===== src/hw/rtl/thermistor_average_to_temperature_defines.svh =====
// Assertion helpers for the file that checks its own logic.
`ifndef THERMISTOR_AVERAGE_TO_TEMPERATURE_DEFINES_SVH
`define THERMISTOR_AVERAGE_TO_TEMPERATURE_DEFINES_SVH

// The consequent must hold in the same cycle as the antecedent.
`define THAV_ASSERT_IMP(lbl, ante, cons, msg) \
  lbl: assert property (@(posedge clk) disable iff (!rst_n) (ante) |-> (cons)) \
    else $error(msg);

// The consequent must hold in the cycle after the antecedent.
`define THAV_ASSERT_NXT(lbl, ante, cons, msg) \
  lbl: assert property (@(posedge clk) disable iff (!rst_n) (ante) |=> (cons)) \
    else $error(msg);

`endif


===== src/hw/rtl/thav_pkg.sv =====
package thav_pkg;

  localparam int ADC_BITS_DEF    = 10;
  localparam int MAX_SAMPLES_DEF = 255;

  localparam int CFG_IDX_W  = 3;
  localparam int CFG_DATA_W = 48;
  localparam int TEMP_W     = 19;
  localparam int STATUS_W   = 2;
  localparam int SUM_OUT_W  = 18;
  localparam int TICK_W     = 17;
  localparam int FRAC_W     = 32;
  localparam int KQ_W       = 42;
  localparam int TQ_W       = 50;
  localparam int DIV_W      = 65;

  typedef enum logic [CFG_IDX_W-1:0] {
    CFG_INTERVAL = 3'd0,
    CFG_COUNT    = 3'd1,
    CFG_RES      = 3'd2,
    CFG_COEF_A   = 3'd3,
    CFG_COEF_B   = 3'd4,
    CFG_COEF_C   = 3'd5,
    CFG_UNIT     = 3'd6
  } cfg_idx_t;

  localparam logic [1:0] UNIT_KELVIN  = 2'd0;
  localparam logic [1:0] UNIT_CELSIUS = 2'd1;
  localparam logic [1:0] UNIT_FAHR    = 2'd2;

  localparam logic [STATUS_W-1:0] STATUS_OK   = 2'd0;
  localparam logic [STATUS_W-1:0] STATUS_ZERO = 2'd1;
  localparam logic [STATUS_W-1:0] STATUS_SAT  = 2'd2;

  localparam logic [63:0] LN2_Q63     = 64'h58B90BFBE8E7BCD6;
  localparam logic [63:0] RECIP5_Q63  = 64'h199999999999999A;
  localparam logic [63:0] RECIP25_Q63 = 64'h051EB851EB851EB9;
  localparam logic [63:0] K_CLAMP     = 64'd1 << 40;
  localparam logic [63:0] RECIP_LIMIT = 64'd1 << 24;
  localparam int          KELVIN_OFS  = 349632;
  localparam int          FAHR_OFS    = 8192;
  localparam int          TEMP_MAX    = 262143;
  localparam int          TEMP_MIN    = -262144;

  localparam logic [15:0] RST_INTERVAL = 16'd1000;
  localparam logic [7:0]  RST_COUNT    = 8'd10;
  localparam logic [23:0] RST_RES      = 24'd10000;
  localparam logic [1:0]  RST_UNIT     = UNIT_CELSIUS;

  typedef struct packed {
    logic start;
    logic sh63;
  } thav_mul_req_t;

  function automatic logic [63:0] mag64(input logic signed [63:0] a);
    return a[63] ? (64'd0 - $unsigned(a)) : $unsigned(a);
  endfunction

endpackage


===== src/hw/rtl/thav_div.sv =====
module thav_div import thav_pkg::*; (
  input  logic             clk,
  input  logic             rst_n,
  input  logic             start,
  input  logic [DIV_W-1:0] dividend,
  input  logic [63:0]      divisor,
  output logic             done,
  output logic [DIV_W-1:0] quot
);

  localparam int CW = $clog2(DIV_W);

  logic [63:0]      rem_r, d_r;
  logic [DIV_W-1:0] dvd_r;
  logic [CW-1:0]    cnt_r;
  logic             busy_r, done_r;
  logic [64:0]      r2, diff;
  logic             ge;

  always_comb begin
    r2   = {rem_r, dvd_r[DIV_W-1]};
    diff = r2 - {1'b0, d_r};
    ge   = r2 >= {1'b0, d_r};
  end

  always_ff @(posedge clk) begin
    if (!rst_n) begin
      busy_r <= 1'b0;
      done_r <= 1'b0;
      cnt_r  <= '0;
    end else begin
      done_r <= 1'b0;
      if (start) begin
        rem_r  <= '0;
        d_r    <= divisor;
        dvd_r  <= dividend;
        cnt_r  <= '0;
        busy_r <= 1'b1;
      end else if (busy_r) begin
        rem_r <= ge ? diff[63:0] : r2[63:0];
        dvd_r <= {dvd_r[DIV_W-2:0], ge};
        if (cnt_r == CW'(DIV_W - 1)) begin
          busy_r <= 1'b0;
          done_r <= 1'b1;
        end else begin
          cnt_r <= cnt_r + 1'b1;
        end
      end
    end
  end

  assign done = done_r;
  assign quot = dvd_r;

endmodule


===== config.mk =====
export PLATFORM = sky130hd
export DESIGN_NAME = thav_div
export DESIGN_NICKNAME = d
export VERILOG_FILES = /design/src/hw/rtl/thermistor_average_to_temperature_defines.svh /design/src/hw/rtl/thav_pkg.sv /design/src/hw/rtl/thav_div.sv
export SDC_FILE = /design/constraint.sdc
export NUM_CORES = 1
export LEC_CHECK = 0
export BUFFER_PORTS_ARGS = -buffer_cell sky130_fd_sc_hd__clkbuf_2
export CAP_MARGIN = 10
export CORE_ASPECT_RATIO = 0.8
export CORE_MARGIN = 4
export CORE_UTILIZATION = 55
export DETAILED_ROUTE_END_ITERATION = 7
export PLACE_DENSITY = 0.79
export SLEW_MARGIN = 20
export SYNTH_ARGS = -nofsm -noshare
export SYNTH_HDL_FRONTEND = slang
export SYNTH_SLANG_ARGS = --single-unit

===== constraint.sdc =====
create_clock -name clk -period 5.4 [get_ports clk]
set_clock_uncertainty 0.05 [all_clocks]
set_input_delay 0.54 -clock clk [delete_from_list [all_inputs] [get_ports clk]]
set_output_delay 0.54 -clock clk [all_outputs]
set_load 0.03 [all_outputs]

==> results.cfg <==
[status]
outcome = finished clean

[global_routing]
track_usage_pct = 22.83
antenna_found_initial = 2
grt_pass1_vias = 9107
grt_overflow_total = 0
grt_pass1_wl_mm = 46.62
grt_max_degree = 81

[pwr]
share_comb_of_total_power_pct = 28.5
p_int_uw = 3348
p_leak_uw = 0.005912
seq_power_share_pct = 40.3
power_uw = 4859
power.density_nw_per_um2 = 345.9
swShare_pct = 31.10
peakVddDrop_uv = 280.1
switching_power_uw = 1511
p_clk_share_pct = 31.2

[synthesis]
synth_area_leaders = edfxtp_1, ha_1, mux2_2
yosys_register_bits = 202
synthArstFlopShare_pct = 0
synth_top_area_cell = edfxtp_1
yosysSeqAreaShare_pct = 48.95
yosysTopAreaCellShare_pct = 47.48
synth_edf_count = 193
ys_types = 72
syn_area_um2 = 12210
synth_nets = 1328
netlist_top_cells_count = edfxtp_1, nor2_1, a21oi_1
synthFlopType = edfxtp_1
avgSynthCellArea_um2 = 10.81
syn_inst = 1129
yosys_warnings = 0
synth_most_common_cell = edfxtp_1

[floorplan]
rows = 48
initial_core_util_pct = 56.30
die_w_um = 174.6
core_um2 = 21680
fp.dieH_um = 141.3
pin_count = 198
die-area_um2 = 24660

[timing]
final-max-slew-violation-count = 0
rsz0062_at_grt = no
whs_ps = 138.7
setup_violations = 0
worst_pin_slew_ps = 923.4
max_slew_margin_pct = 38.44
period_needed_ps = 3801
setup_tns_ps = 0
period_share_pct = 70.39
fmax_ghz = 0.2631
final_hold_viol_count = 0

[clocking]
cts_tree = yes
numCtsBuffers = 22
cts-resized-gates = 0
clock_path_buffers = 3
cts_setup_buffers = 0
clk_latency_ps = 520
cts-htree-levels = 1
postCtsHoldBufs = 0
root_buffer = clkbuf_16
clkTransAtPathRegs_ps = 60
cts_sinks = 202

[setup_path]
critPathLaunchType = register
critPathMaxFanout = 74
cp-end-kind = register
critPathArrivalTime_ps = 3990
critPathKind = reg -> reg
slowest_delay_ps = 450
slowest_stage = a2111oi_4
setup.worst_path.start = rem_r[1]
crit_path_cell_trace = ha_1 > o21ai_1 > a21oi_2 > o31ai_2 > o311ai_2 > nand4b_1 > a2111oi_4 > o21ai_2 > a21oi_4 > buf_12 > mux2i_1 > nor2_1
reg2reg_from = rem_r[1]
required_ps = 5590

[placed_design]
dp.cells = 1572
place_congestion = 0.9563
hpwlAfterDp_mm = 21.10
io_buffer_count = 197

[final_layout]
area_delta_synth_final_pct = 15.07
diodes = 0
drive_gt1_share_pct = 24.54
postLayoutCoreUtil_pct = 64.79
fin_cells = 1612
fillCellCount = 1741
final_nets = 1495

[detailed_routing]
antenna_left = 0
finalWirelength_mm = 28.58
vias = 9192
first_iter_violations = 682
wl_per_cell_um = 17.73
vias_per_cell = 5.702
drt_pass1_iterations = 5
drc = 0

[min_path]
hp-start = divisor[4]
min_path_type = in -> reg

[run]
cap_violations = 0
## power groups by stage
stage	combinational (µW)	clock [µW]	sequential (µW)
global route	1530	1620	1970
detailed placement	1370	0	1990
global placement	1340	0	1980
floorplan	1030	0	2040
finish	1380	1520	1960
CTS	1370	1550	1960
## registers in the layout, summed over array words and instances (netlist names)
signal / cells
d_r: 64
done: 1
busy_r: 1
cnt_r: 7
quot: 65
rem_r: 64
## through the flow
stage                     cell area (µm²)  setup slack, ps
after floorplan                     12210            556.6
after global placement              13310             1789
after detailed placement            13310             1635
after CTS                           14050             1614
after global routing                14050             1404
final                               14050             1599
## kinds of logic after synthesis
kind of cell / synth area share [%]
buffers and inverters: 5.258
AND/OR/NAND/NOR: 11.65
adder cells (fa/ha/maj): 6.929
XOR/XNOR: 4.305
flip-flops: 48.95
AO/OA/AOI/OAI: 13.22
multiplexers: 9.676
## final timing paths
kind,to,depth (start not counted),slack (ps)
worst max-delay path,rem_r[43],12,1600
worst min-delay path,d_r[4],1,140
worst max register to register,rem_r[43],12,1600
worst min register to register,cnt_r[6],2,450
## worst max-delay path: cells and delay by family (launching register included)
family,cells,cell delay [ps]
compound gates,7,1570
flops,1,420
fa+ha+maj,1,400
simple gates,2,330
buf+inv,1,350
mux,1,260
## final cells by class
type / instances / area [µm²] / share of cell area (%)
clock buffer: 32 / 618.1 / 4.400
multi-input combinational: 782 / 5598 / 39.85
tap: 300 / 375.4 / 2.672
sequential: 202 / 5976 / 42.54
clock inverter: 8 / 117.6 / 0.8373
inverter: 86 / 322.8 / 2.298
timing repair buffer: 202 / 1039 / 7.394
## layer usage
| layer | share of wire (%) | wire [µm] | global-route usage, % |
|---|---|---|---|
| met3 | 8.9 | 2545 | 6.074 |
| met4 | 2.7 | 780 | 6.116 |
| met5 | 0.045 | 13 | 0 |
| met1 | 45 | 12790 | 32.72 |
| met2 | 44 | 12440 | 34.83 |
## placed cells by master, fill, tap and decap left out, types with 4 or more instances in the layout
cell       Yosys  routed
o31ai_1        4       4
nand2_1       62      62
or3_1          5       5
clkbuf_2       0     196
nand4_1       26      26
a21boi_0       5       5
xnor2_1       35      35
edfxtp_1     193     193
a21o_1        22      22
a31oi_1       10      10
buf_4          1       5
nand3_1       25      25
mux2i_1       46      46
o21ai_0       35      35
xor2_1        25      25
nor3_1        14      14
dfxtp_1        9       9
and2_1         6       5
nor2_2         4       4
a211oi_1       4       4
mux2_2        64      64
clkbuf_16      0      22
o21ai_1       11      11
a211oi_2       5       5
and4_1         4       4
o22ai_1        9       9
nor2_1       101     101
clkbuf_1      44       7
a21oi_1       90      90
ha_1          66      66
and3_1         8       8
nor2b_1        6       6
inv_1         86      86
o21a_1        11      10
nand2b_1      22      22
o21bai_1      11      11
Power figures use the tool's default switching activity.
