===== src/hw/rtl/thermistor_average_to_temperature_defines.svh =====
// Assertion helpers for the file that checks its own logic.
`ifndef THERMISTOR_AVERAGE_TO_TEMPERATURE_DEFINES_SVH
`define THERMISTOR_AVERAGE_TO_TEMPERATURE_DEFINES_SVH

// The consequent must hold in the same cycle as the antecedent.
`define THAV_ASSERT_IMP(lbl, ante, cons, msg) \
  lbl: assert property (@(posedge clk) disable iff (!rst_n) (ante) |-> (cons)) \
    else $error(msg);

// The consequent must hold in the cycle after the antecedent.
`define THAV_ASSERT_NXT(lbl, ante, cons, msg) \
  lbl: assert property (@(posedge clk) disable iff (!rst_n) (ante) |=> (cons)) \
    else $error(msg);

`endif


===== src/hw/rtl/thav_pkg.sv =====
package thav_pkg;

  localparam int ADC_BITS_DEF    = 10;
  localparam int MAX_SAMPLES_DEF = 255;

  localparam int CFG_IDX_W  = 3;
  localparam int CFG_DATA_W = 48;
  localparam int TEMP_W     = 19;
  localparam int STATUS_W   = 2;
  localparam int SUM_OUT_W  = 18;
  localparam int TICK_W     = 17;
  localparam int FRAC_W     = 32;
  localparam int KQ_W       = 42;
  localparam int TQ_W       = 50;
  localparam int DIV_W      = 65;

  typedef enum logic [CFG_IDX_W-1:0] {
    CFG_INTERVAL = 3'd0,
    CFG_COUNT    = 3'd1,
    CFG_RES      = 3'd2,
    CFG_COEF_A   = 3'd3,
    CFG_COEF_B   = 3'd4,
    CFG_COEF_C   = 3'd5,
    CFG_UNIT     = 3'd6
  } cfg_idx_t;

  localparam logic [1:0] UNIT_KELVIN  = 2'd0;
  localparam logic [1:0] UNIT_CELSIUS = 2'd1;
  localparam logic [1:0] UNIT_FAHR    = 2'd2;

  localparam logic [STATUS_W-1:0] STATUS_OK   = 2'd0;
  localparam logic [STATUS_W-1:0] STATUS_ZERO = 2'd1;
  localparam logic [STATUS_W-1:0] STATUS_SAT  = 2'd2;

  localparam logic [63:0] LN2_Q63     = 64'h58B90BFBE8E7BCD6;
  localparam logic [63:0] RECIP5_Q63  = 64'h199999999999999A;
  localparam logic [63:0] RECIP25_Q63 = 64'h051EB851EB851EB9;
  localparam logic [63:0] K_CLAMP     = 64'd1 << 40;
  localparam logic [63:0] RECIP_LIMIT = 64'd1 << 24;
  localparam int          KELVIN_OFS  = 349632;
  localparam int          FAHR_OFS    = 8192;
  localparam int          TEMP_MAX    = 262143;
  localparam int          TEMP_MIN    = -262144;

  localparam logic [15:0] RST_INTERVAL = 16'd1000;
  localparam logic [7:0]  RST_COUNT    = 8'd10;
  localparam logic [23:0] RST_RES      = 24'd10000;
  localparam logic [1:0]  RST_UNIT     = UNIT_CELSIUS;

  typedef struct packed {
    logic start;
    logic sh63;
  } thav_mul_req_t;

  function automatic logic [63:0] mag64(input logic signed [63:0] a);
    return a[63] ? (64'd0 - $unsigned(a)) : $unsigned(a);
  endfunction

endpackage


===== src/hw/rtl/thav_mul.sv =====
module thav_mul import thav_pkg::*; (
  input  logic                clk,
  input  logic                rst_n,
  input  thav_mul_req_t       req,
  input  logic signed [63:0]  a,
  input  logic signed [63:0]  b,
  output logic                done,
  output logic signed [63:0]  res
);

  logic [63:0]        ua_r, ub_r;
  logic               neg_r, sh63_r, busy_r, done_r;
  logic [2:0]         step_r;
  logic [127:0]       acc_r;
  logic signed [63:0] res_r;

  logic [31:0]        half_a, half_b;
  logic [63:0]        prod;
  logic [127:0]       pp, shifted;
  logic signed [63:0] sat;

  always_comb begin
    half_a  = step_r[1] ? ua_r[63:32] : ua_r[31:0];
    half_b  = step_r[0] ? ub_r[63:32] : ub_r[31:0];
    prod    = half_a * half_b;
    case (step_r[1:0])
      2'd0:    pp = {64'd0, prod};
      2'd3:    pp = {prod, 64'd0};
      default: pp = {32'd0, prod, 32'd0};
    endcase
    shifted = sh63_r ? (acc_r >> 63) : (acc_r >> 32);
    if (neg_r) begin
      if (shifted[127:64] != '0 || shifted[63]) begin
        sat = 64'sh8000000000000000;
      end else begin
        sat = $signed(64'd0 - shifted[63:0]);
      end
    end else begin
      if (shifted[127:63] != '0) begin
        sat = 64'sh7FFFFFFFFFFFFFFF;
      end else begin
        sat = $signed(shifted[63:0]);
      end
    end
  end

  always_ff @(posedge clk) begin
    if (!rst_n) begin
      busy_r <= 1'b0;
      done_r <= 1'b0;
      step_r <= '0;
    end else begin
      done_r <= 1'b0;
      if (req.start) begin
        ua_r   <= mag64(a);
        ub_r   <= mag64(b);
        neg_r  <= a[63] ^ b[63];
        sh63_r <= req.sh63;
        acc_r  <= '0;
        step_r <= '0;
        busy_r <= 1'b1;
      end else if (busy_r) begin
        if (step_r != 3'd4) begin
          acc_r  <= acc_r + pp;
          step_r <= step_r + 3'd1;
        end else begin
          res_r  <= sat;
          done_r <= 1'b1;
          busy_r <= 1'b0;
        end
      end
    end
  end

  assign done = done_r;
  assign res  = res_r;

endmodule


===== config.mk =====
export PLATFORM = sky130hd
export DESIGN_NAME = thav_mul
export DESIGN_NICKNAME = d
export VERILOG_FILES = /design/src/hw/rtl/thermistor_average_to_temperature_defines.svh /design/src/hw/rtl/thav_pkg.sv /design/src/hw/rtl/thav_mul.sv
export SDC_FILE = /design/constraint.sdc
export NUM_CORES = 2
export LEC_CHECK = 0
export BUFFER_PORTS_ARGS = -buffer_cell sky130_fd_sc_hd__clkbuf_2
export CORE_ASPECT_RATIO = 1.25
export CORE_MARGIN = 5
export CORE_UTILIZATION = 60
export DETAILED_ROUTE_END_ITERATION = 12
export GPL_ROUTABILITY_DRIVEN = 0
export PLACE_DENSITY = 0.73
export SYNTH_ARGS = -nofsm -noshare
export SYNTH_HDL_FRONTEND = slang
export SYNTH_SLANG_ARGS = --single-unit

===== constraint.sdc =====
create_clock -name clk -period 12.5 [get_ports clk]
set_input_delay 2.5 -clock clk [delete_from_list [all_inputs] [get_ports clk]]
set_output_delay 2.5 -clock clk [all_outputs]
set_load 0.1 [all_outputs]

==> summary.md <==
| Metric | Value |
|---|---|
| Status | `complete, but fails checks` |
| Violated checks | `max-capacitance violations` |
| Total core area | `around 97000 um2` |
| Wire length on met3 | `25.0 mm` |
| Vias in the first global route | `about 53000` |
| # clock sinks | `between 300 and 400` |
| Sequential area share after synthesis | `0.167` |
| First-pass DRT Iterations | `6` |
| Port Buffer Count | `a little under 200` |
| Number of synthesized register bits | `approximately 330` |
| Syn nets | `roughly 8000` |
| Crit path launch type | `flop` |
| Max-cap violation count | `1` |
| Die ar. | `approximately 100000 um2` |
| Post-synth ARST share | `0` |
| First-pass GRT wire length | `319 mm` |
| Final Worst Setup Slack | `0.189 ns` |
| Area growth syn-to-layout | `8.93%` |
| Reg-to-reg critical path startpoint | `step_r[0]` |
| Final non-filler cell total | `roughly 8000` |
| Critical path type | `flop to flop` |
| CTS tree | `done` |
| Tmin final | `about 12 ns` |
| GRT overflow | `0` |
| Peak Freq | `roughly 81 MHz` |
| Reg2reg path depth | `37` |
| Critical Path Slowest Stage Cell | `fa_1` |
| Post-route ant nets | `0` |
| Fin crit share | `0.985` |
| Area leader, netlist | `fa_1` |
| Unrepaired setup endpoints after global routing | `true` |
| Synth warn | `0` |
| WL met2 | `roughly 94 mm` |
| Synth area leaders | `fa_1 31%, edfxtp_1 17%, ha_1 8.6%` |
| Post-DR vias/cell | `about 6.3` |
| Die Height | `359 um` |
| Via count | `approximately 51000` |
| DRC viols | `0` |
| Worst Path Buf+Inv | `5` |
| Tightest Hold Check Type | `flop to flop` |
| Mapped Area | `between 50000 and 60000 um2` |
| Reg2reg end | `acc_r[118]` |
| Cell Rows | `approximately 130` |
| Synth top area share | `0.307` |
| Htree depth | `2` |
| Metal-1 WL | `~67 mm` |
| Hold Fails Final Rpt | `0` |
| Nets | `between 8000 and 9000` |
| Delay-heaviest family, CP | `adder cells` |
| Hold depth | `2` |
| Critical path's largest stage delay | `0.77 ns` |
| Initial Util | `0.602` |
| Final Util | `0.656` |
| Share of layout cells above drive strength 1 | `0.104` |
| Largest net degree at the start of global routing | `86` |
| Chip width | `about 290 um` |
| R2r setup slk | `~0.19 ns` |
| Overall Global Routing Usage | `0.410` |
| CP Capture Type | `flop` |
| Skew final | `roughly 0.033 ns` |
| Max Used Layer | `met5` |
| CP most frequent cell | `fa_1` |
| Detailed Route Iter0 Violations | `around 5000` |
| Initial antenna violation count | `8` |
| Slew headroom | `0.0119` |
| HP Start | `step_r[2]` |
| Total Wirelength | `between 200 and 250 mm` |
| Avg WL per Cell | `~26 um` |
| Distinct cells, synth | `84` |
| Final setup viols | `0` |
| Hpwl dp | `~170 mm` |
| Synth Instances | `approximately 6600` |
| Required time of the critical path | `between 10 and 15 ns` |
| CTS root buffer | `clkbuf_16` |
| Syn Area/Cell | `approximately 9 um2` |
| Synth Flop Type | `edfxtp_1` |
| Maximum root-to-sink buffer count | `3` |
| Final Max Tran Viols | `0` |
| IO Count | `just under 200` |
| CTS clk-pin slew, worst paths | `approximately 0.070 ns` |
| Pre-CTS setup slack | `~0.32 ns` |
| Num CTS Buffers | `40` |
| Number of enable flip-flop cells after synthesis | `between 300 and 400` |
| Worst Path Arrival | `~13 ns` |
| Hold Path End | `step_r[2]` |
| Max FO, Critical Path | `24` |
| Dpl cells | `about 8000` |
| Worst-Margin Slew | `roughly 1.5 ns` |
| Skew-Pair Late Insertion Delay | `0.61 ns` |
==> kinds of logic (layout without fill, tap and decap cells) <==
| group | after synthesis | after routing | synth area share |
|---|---|---|---|
| DFF | 327 | 327 | 0.167 |
| adders and majority gates | 1299 | 1299 | 0.393 |
| xor gates and xnor gates | 321 | 321 | 0.0483 |
| AOI/OAI and AO/OA | 1066 | 1066 | 0.117 |
| other | 0 | 7 | 0 |
| muxes | 192 | 192 | 0.0345 |
| buffers and inverters | 1228 | 1443 | 0.0789 |
| and+or+nand+nor | 2162 | 2162 | 0.161 |
==> what timing repair did <==
action                                 CTS  global route
hold buffers                             0             0
buffers inserted                         0            10
setup endpoints to repair                0            24
endpoints found under the hold margin    0             0
gates resized for setup                  0            50
==> placed cells by master, fill, tap and decap left out, types with 51 or more instances in the layout <==
cell type	synthesis	final
clkbuf_2	0	195
mux2i_1	113	65
nand2_1	712	711
buf_4	0	236
inv_1	926	926
ha_1	402	401
o21ai_0	234	230
mux2_2	79	72
edfxtp_1	322	322
fa_1	897	897
a21o_1	111	111
a22o_1	51	51
o21bai_1	62	62
and2_1	62	61
xor2_1	74	74
nand4_1	70	70
a21oi_1	311	310
nand3_1	56	55
nor3_1	79	79
nor2_1	921	918
xnor2_1	246	241
==> routing by layer <==
metal | vias up | GRT usage
li1 | 22001 | -
met1 | 24716 | 0.431
met2 | 3405 | 0.631
met3 | 1274 | 0.146
met4 | 4 | 0.389
met5 | - | 0
==> worst max path at each step <==
stage / start / endpoint / cells after the start
after floorplan: step_r[0] / acc_r[124] / 41
after global placement: step_r[1] / acc_r[101] / 40
after detailed placement: step_r[1] / acc_r[105] / 35
after CTS: step_r[1] / acc_r[101] / 35
after global routing: step_r[1] / acc_r[122] / 42
final: step_r[0] / acc_r[118] / 37
==> worst reg2reg max path, delay by kind of cell (launching register included) <==
family	cells	cell delay, ns
xor+xnor	1	0.10
mux	2	0.89
simple gates	6	1.56
flops	1	0.47
fa+ha+maj	10	4.89
buf+inv	5	0.93
compound gates	13	3.20
==> sequential cells by signal, indices dropped and copies added (netlist names) <==
register	count
acc_r	128
busy_r	1
done	1
neg_r	1
res	64
sh63_r	1
step_r	3
ua_r	64
ub_r	64
==> cell usage after synthesis (all sizes together) (14+ instances only) <==
master    n
nor3     79
and2     63
or4      23
nor3b    21
xnor2   246
inv     926
and3     30
buf      28
o21ai   236
fa      897
mux2i   113
o41ai    24
o21a     41
nand2   713
nor4     32
o211ai   21
o21bai   62
ha      402
or3      34
nand4    70
a22o     51
o31ai    48
a21boi   14
nor2b    32
a211oi   18
or2      29
mux2     79
nand2b   41
a21oi   311
nor2    921
a31oi    32
a21o    111
xor2     74
edfxtp  322
clkbuf  274
nand3    56
==> layout make-up <==
cell class	instances	area (um2)
Fill cell	7998	33500
Sequential cell	327	9780
Antenna cell	7	17.5
Timing Repair Buffer	447	2990
Tap cell	1300	1630
Clock inverter	23	265
Inverter	926	3480
Clock buffer	47	1050
Multi-Input combinational cell	5040	44600
==> metrics by stage <==
| step | cell area (um2) | setup TNS (ns) | hold WS (ns) |
|---|---|---|---|
| 3_3_place_gp | 62100 | 0 | 0.526 |
| 6_report | 63800 | 0 | 0.545 |
| 4_1_cts | 63400 | 0 | 0.543 |
| 3_5_place_dp | 62100 | 0 | 0.529 |
| 2_1_floorplan | 58500 | 0 | 0.454 |
| 5_1_grt | 63700 | -0.0335 | 0.596 |
Power is left out: the tool's default activity adds up to more than one toggle a clock period on the data nets, which glitch-free logic cannot reach.
