===== config.mk =====
export PLATFORM = sky130hd
export DESIGN_NAME = thav_log
export DESIGN_NICKNAME = d
export VERILOG_FILES = /design/src/hw/rtl/thermistor_average_to_temperature_defines.svh /design/src/hw/rtl/thav_pkg.sv /design/src/hw/rtl/thav_log.sv
export SDC_FILE = /design/constraint.sdc
export NUM_CORES = 2
export LEC_CHECK = 0
export BUFFER_PORTS_ARGS = -buffer_cell sky130_fd_sc_hd__buf_2
export CAP_MARGIN = 25
export CORE_UTILIZATION = 29
export CTS_BUF_LIST = sky130_fd_sc_hd__clkbuf_2
export CTS_CLUSTER_DIAMETER = 120
export DETAILED_ROUTE_END_ITERATION = 7
export GPL_TIMING_DRIVEN = 1
export PLACE_DENSITY = 0.54
export SLEW_MARGIN = 40
export SYNTH_ARGS = -nofsm -noshare
export SYNTH_HDL_FRONTEND = slang
export SYNTH_SLANG_ARGS = --single-unit
export TNS_END_PERCENT = 100

===== constraint.sdc =====
create_clock -name clk -period 9.4 [get_ports clk]
set_clock_uncertainty 0.1 [all_clocks]
set_input_delay 0.47 -clock clk [delete_from_list [all_inputs] [get_ports clk]]
set_output_delay 0.47 -clock clk [all_outputs]
set_load 0.02 [all_outputs]

===== src/hw/rtl/thermistor_average_to_temperature_defines.svh =====
// Assertion helpers for the file that checks its own logic.
`ifndef THERMISTOR_AVERAGE_TO_TEMPERATURE_DEFINES_SVH
`define THERMISTOR_AVERAGE_TO_TEMPERATURE_DEFINES_SVH

// The consequent must hold in the same cycle as the antecedent.
`define THAV_ASSERT_IMP(lbl, ante, cons, msg) \
  lbl: assert property (@(posedge clk) disable iff (!rst_n) (ante) |-> (cons)) \
    else $error(msg);

// The consequent must hold in the cycle after the antecedent.
`define THAV_ASSERT_NXT(lbl, ante, cons, msg) \
  lbl: assert property (@(posedge clk) disable iff (!rst_n) (ante) |=> (cons)) \
    else $error(msg);

`endif


===== src/hw/rtl/thav_pkg.sv =====
package thav_pkg;

  localparam int ADC_BITS_DEF    = 10;
  localparam int MAX_SAMPLES_DEF = 255;

  localparam int CFG_IDX_W  = 3;
  localparam int CFG_DATA_W = 48;
  localparam int TEMP_W     = 19;
  localparam int STATUS_W   = 2;
  localparam int SUM_OUT_W  = 18;
  localparam int TICK_W     = 17;
  localparam int FRAC_W     = 32;
  localparam int KQ_W       = 42;
  localparam int TQ_W       = 50;
  localparam int DIV_W      = 65;

  typedef enum logic [CFG_IDX_W-1:0] {
    CFG_INTERVAL = 3'd0,
    CFG_COUNT    = 3'd1,
    CFG_RES      = 3'd2,
    CFG_COEF_A   = 3'd3,
    CFG_COEF_B   = 3'd4,
    CFG_COEF_C   = 3'd5,
    CFG_UNIT     = 3'd6
  } cfg_idx_t;

  localparam logic [1:0] UNIT_KELVIN  = 2'd0;
  localparam logic [1:0] UNIT_CELSIUS = 2'd1;
  localparam logic [1:0] UNIT_FAHR    = 2'd2;

  localparam logic [STATUS_W-1:0] STATUS_OK   = 2'd0;
  localparam logic [STATUS_W-1:0] STATUS_ZERO = 2'd1;
  localparam logic [STATUS_W-1:0] STATUS_SAT  = 2'd2;

  localparam logic [63:0] LN2_Q63     = 64'h58B90BFBE8E7BCD6;
  localparam logic [63:0] RECIP5_Q63  = 64'h199999999999999A;
  localparam logic [63:0] RECIP25_Q63 = 64'h051EB851EB851EB9;
  localparam logic [63:0] K_CLAMP     = 64'd1 << 40;
  localparam logic [63:0] RECIP_LIMIT = 64'd1 << 24;
  localparam int          KELVIN_OFS  = 349632;
  localparam int          FAHR_OFS    = 8192;
  localparam int          TEMP_MAX    = 262143;
  localparam int          TEMP_MIN    = -262144;

  localparam logic [15:0] RST_INTERVAL = 16'd1000;
  localparam logic [7:0]  RST_COUNT    = 8'd10;
  localparam logic [23:0] RST_RES      = 24'd10000;
  localparam logic [1:0]  RST_UNIT     = UNIT_CELSIUS;

  typedef struct packed {
    logic start;
    logic sh63;
  } thav_mul_req_t;

  function automatic logic [63:0] mag64(input logic signed [63:0] a);
    return a[63] ? (64'd0 - $unsigned(a)) : $unsigned(a);
  endfunction

endpackage


===== src/hw/rtl/thav_log.sv =====
module thav_log import thav_pkg::*; #(
  parameter int V_W = 42
) (
  input  logic                              clk,
  input  logic                              rst_n,
  input  logic                              start,
  input  logic [V_W-1:0]                    v,
  output logic                              done,
  output logic [$clog2(V_W)+FRAC_W-1:0]     log2_out
);

  localparam int KW = $clog2(V_W);

  typedef enum logic [2:0] {
    L_IDLE = 3'b001,
    L_NORM = 3'b010,
    L_SQR  = 3'b100
  } lstate_t;

  lstate_t           state_r;
  logic [V_W-1:0]    v_r;
  logic [KW-1:0]     k_r;
  logic [31:0]       m_r, frac_r;
  logic [4:0]        it_r;
  logic              done_r;
  logic [63:0]       sq;
  logic [32:0]       s33;

  always_comb begin
    sq  = m_r * m_r;
    s33 = sq[63:31];
  end

  always_ff @(posedge clk) begin
    if (!rst_n) begin
      state_r <= L_IDLE;
      done_r  <= 1'b0;
    end else begin
      done_r <= 1'b0;
      case (state_r)
        L_IDLE: begin
          if (start) begin
            v_r     <= v;
            k_r     <= KW'(V_W - 1);
            state_r <= L_NORM;
          end
        end
        L_NORM: begin
          if (v_r[V_W-1]) begin
            m_r     <= v_r[V_W-1 -: 32];
            frac_r  <= '0;
            it_r    <= '0;
            state_r <= L_SQR;
          end else begin
            v_r <= v_r << 1;
            k_r <= k_r - 1'b1;
          end
        end
        L_SQR: begin
          m_r    <= s33[32] ? s33[32:1] : s33[31:0];
          frac_r <= {frac_r[30:0], s33[32]};
          if (it_r == 5'd31) begin
            done_r  <= 1'b1;
            state_r <= L_IDLE;
          end else begin
            it_r <= it_r + 5'd1;
          end
        end
        default: state_r <= L_IDLE;
      endcase
    end
  end

  assign done     = done_r;
  assign log2_out = {k_r, frac_r};

endmodule


==> impl_metrics.env <==
export IMPL_cp_data_required_time_ns=9.76
export IMPL_fin_crit_sh_pct=97.96
export IMPL_dr_total_vias=23955
export IMPL_ant_nets=0
export IMPL_setup_viol=0
export IMPL_gp_congestion=0.9122
export IMPL_drt_first_pass_iters=5
export IMPL_wl_met1_um=40610
export IMPL_synth_cells=3637
export IMPL_drc=0
export IMPL_arrival_ns=9.56
export IMPL_setup_tns_ns=0
export IMPL_wire_per_inst_um=17.57
export IMPL_fp_dieH_um=347.9
export IMPL_cp_endpoint="m_r[27]$_DFFE_PP_"
export IMPL_cts_tree="built"
export IMPL_synth_avg_cell_area_sq_um=9.542
export IMPL_cp_start_kind="flip-flop"
export IMPL_r2r_end="m_r[27]$_DFFE_PP_"
export IMPL_ys_flop_type="edfxtp_1"
export IMPL_seqCellArea_sq_um=3595
export IMPL_clk_transition_reported_paths_ns=0.19
export IMPL_seq_area_frac_synth_pct=10.35
export IMPL_design_area_sq_um=37970
export IMPL_critPathMaxStageDelay_ns=0.85
export IMPL_ioPinCount=84
export IMPL_relSlewSlack_pct=46.49
export IMPL_drt_iter0_markers=1255
export IMPL_core_area_sq_um=118400
export IMPL_io_buffers=83
export IMPL_seq_power_share_pct=13.0
export IMPL_ys_ff_latch=121
export IMPL_hold_viol=0
export IMPL_htreeDepth=4
export IMPL_final_util_pct=32.07
export IMPL_crit_buf_inv=3
export IMPL_status="complete, no violations"
export IMPL_ys_warn_count=0
export IMPL_p_sw_uw=2537
export IMPL_path_class="reg2reg"
export IMPL_cp_startpoint="m_r[7]$_DFFE_PP_"
export IMPL_initial_utilization_pct=29.31
export IMPL_slowest_stage="edfxtp_1"
export IMPL_placed_cell_area_sq_um=37290
export IMPL_cts_resized=0
export IMPL_num_rows=126
export IMPL_post_route_min_period_ns=9.208
export IMPL_p_leak_uw=0.01938
export IMPL_clkPwrFrac_pct=6.8
export IMPL_wl_um=93700
export IMPL_endpoint_kind="flip-flop"
export IMPL_clockRootBuffer="clkbuf_2"
export IMPL_crit_reg2reg_launch="m_r[7]$_DFFE_PP_"
export IMPL_hold_path_class="in2reg"
export IMPL_switching_share_pct=53.80
export IMPL_avgViaCountPerCell=4.493
export IMPL_async_flop_share_pct=0
export IMPL_worst_path_max_fanout=10
export IMPL_grt_pass1_wl_um=149300
export IMPL_maxCapViolCount=0
export IMPL_die_area_sq_um=121100
export IMPL_path_common_cell="fa_1"
export IMPL_rsz0062_at_grt="no"
export IMPL_dp_hpwl_um=77560
export IMPL_max_slew_worst_pin_slew_ns=0.8026
export IMPL_grt_pass1_vias=26630
export IMPL_drive_gt1_share_pct=6.411
export IMPL_reg2reg_depth=23
export IMPL_crit_path_cell_trace="inv_1, nor2_1, fa_1, fa_1, fa_1, inv_1, fa_1, inv_1, fa_1, fa_1, fa_1, fa_1, ha_1, nand4_1, or4_4, and4bb_1, or4b_1, and3_4, a21oi_4, a21oi_2, xor2_1, nor3_2, a221o_1"
export IMPL_clock_sinks=121
export IMPL_power_per_cell_area_nw_per_um2=124.2
export IMPL_r2r_slack_ns=0.19
export IMPL_highest_layer="met4"
export IMPL_clock_latency_ns=0.70
export IMPL_track_usage_pct=15.94
export IMPL_p_comb_share_pct=80.3
export IMPL_multi_input_area_sq_um=26840
export IMPL_wl_met2_um=45840
export IMPL_yosysUniqueCellTypes=75
export IMPL_peakVddDrop_mv=0.1781
export IMPL_syn_area_sq_um=34700
export IMPL_internal_power_uw=2178
export IMPL_grt_max_degree=80
export IMPL_cts_buffers=17
export IMPL_finalMaxSlewViolations=0
export IMPL_die_x_um=347.9
export IMPL_synth_nets=4776
export IMPL_crit_family="adder cells"
export IMPL_syn_to_final_growth_pct=9.410
export IMPL_antenna_found_initial=4
export IMPL_overflow=0
export IMPL_cp_depth=23
export IMPL_synth_edf_count=117
export IMPL_wl_met3_um=4965
export IMPL_fill_cells=12362
export IMPL_fin_nets=4855
export IMPL_cts_path_max_buffers=2
export IMPL_max_freq_mhz=108.6
[tightest hold or removal path, delay by kind of cell]
kind / cells / cell delay [ns]
buffers and inverters: 2 / 0.67
and+or+nand+nor: 1 / 0.05
[cell families (layout without fill, tap and decap cells)]
logic type,Yosys count,count (layout),share of synthesized area (%)
buffers and inverters,1136,1227,12.36
adder cells (fa/ha/maj),1094,1094,56.55
AND/OR/NAND/NOR,899,899,12.77
AO/OA/AOI/OAI,300,300,5.743
flip-flops,121,121,10.35
XOR/XNOR,83,83,2.095
multiplexers,4,4,0.1190
other,0,4,0
[worst min-delay path by stage]
stage / slack [ns] / cells after the start / endpoint / from
6_report: 0.43 / 3 / state_r[0]$_SDFFE_PN1P_ / rst_n
5_1_grt: 0.36 / 3 / state_r[0]$_SDFFE_PN1P_ / rst_n
4_1_cts: 0.002 / 3 / state_r[1]$_SDFFE_PN0P_ / start
3_5_place_dp: 0.46 / 1 / frac_r[25]$_SDFFCE_PP0P_ / frac_r[24]$_SDFFCE_PP0P_
3_3_place_gp: 0.46 / 1 / frac_r[31]$_SDFFCE_PP0P_ / frac_r[30]$_SDFFCE_PP0P_
2_1_floorplan: 0.41 / 2 / state_r[1]$_SDFFE_PN0P_ / state_r[0]$_SDFFE_PN1P_
[cells in the mapped netlist (all sizes together) (3+ instances only)]
| cell | count | share of area [%] |
|---|---|---|
| o31ai | 6 | 0.17 |
| xor2 | 37 | 0.93 |
| and2 | 231 | 4.2 |
| nor3 | 19 | 0.29 |
| or3 | 5 | 0.090 |
| o211ai | 14 | 0.32 |
| a31o | 11 | 0.28 |
| a21oi | 74 | 1.1 |
| nor2 | 91 | 0.98 |
| a221o | 11 | 0.32 |
| clkbuf | 140 | 1.5 |
| nand3 | 25 | 0.36 |
| nand2 | 379 | 4.1 |
| nor2b | 13 | 0.23 |
| a21boi | 5 | 0.11 |
| and3 | 48 | 0.88 |
| ha | 303 | 11 |
| or2 | 9 | 0.16 |
| fa | 791 | 46 |
| buf | 16 | 0.25 |
| xnor2 | 46 | 1.2 |
| nand2b | 46 | 0.83 |
| o21a | 9 | 0.19 |
| o21ai | 81 | 1.2 |
| a22oi | 3 | 0.065 |
| o211a | 3 | 0.087 |
| mux2i | 3 | 0.087 |
| o221ai | 4 | 0.10 |
| edfxtp | 117 | 10 |
| a41oi | 3 | 0.076 |
| a31oi | 6 | 0.11 |
| o22ai | 4 | 0.072 |
| a211oi | 7 | 0.17 |
| inv | 980 | 11 |
| nand4 | 23 | 0.41 |
| a21o | 28 | 0.61 |
| o21bai | 15 | 0.32 |
| dfxtp | 4 | 0.23 |
[power groups by stage]
stage	Combinational (uW)	Sequential, uW	Clock, uW
2_1_floorplan	2570	623	0
4_1_cts	3750	613	328
3_5_place_dp	3690	625	0
6_report	3780	613	318
5_1_grt	4140	614	354
3_3_place_gp	3710	625	0
[through the flow]
step	setup WS (ns)	hold slack [ns]	std cells	total power, uW
after floorplan	1.380	0.4095	3637	3196
after global placement	0.3121	0.4575	5247	4331
final	0.1919	0.4309	5332	4715
after detailed placement	0.2358	0.4608	5250	4313
after global routing	0.02722	0.3646	5331	5108
after CTS	0.1580	0.002326	5324	4688
[registers in the layout, indices dropped and copies added (netlist names)]
register	flops
it_r	5
m_r	32
done	1
v_r	42
k_r	6
frac_r	32
state_r	3
[repair_timing]
| item | in CTS | in global routing |
|---|---|---|
| hold buffers | 43 | 1 |
| endpoints found under the setup margin | 0 | 4 |
| hold endpoints to repair | 45 | 1 |
| setup buffers | 0 | 2 |
[cell type report]
class / count / share of cell area [%]
timing repair buffer: 216 / 4.304
inverter: 980 / 9.688
clock buffer: 20 / 0.2636
sequential: 121 / 9.467
multi-input combinational: 2380 / 70.70
clock inverter: 11 / 0.2801
antenna: 4 / 0.02636
tap: 1600 / 5.272
[layout by cell type, fill, tap and decap left out, drive strengths merged, types with 5 or more instances in the layout]
cell type and count:
a21o 28, a221o 11, nand4 23, o21ai 81, buf 172, ha 303, and3 48, dlygate4sd3 44
o211ai 14, a31oi 6, nand2b 46, a21boi 5, o21bai 15, clkinv 7, clkbuf 20, or3 5
a31o 11, edfxtp 117, a211oi 7, xor2 37, o31ai 6, and2 231, nand3 25, fa 791
nor3 19, a21oi 74, or2 9, nor2 91, nand2 379, nor2b 13, o21a 9, inv 980
xnor2 46
[routing by layer]
layer  global-route usage, %  up-vias
met5                       0        -
met4                   3.632        0
met3                   2.324      100
met2                   27.28      577
met1                   21.19    12261
li1                        -    11017
No activity file was read; power rests on OpenSTA's default activity.
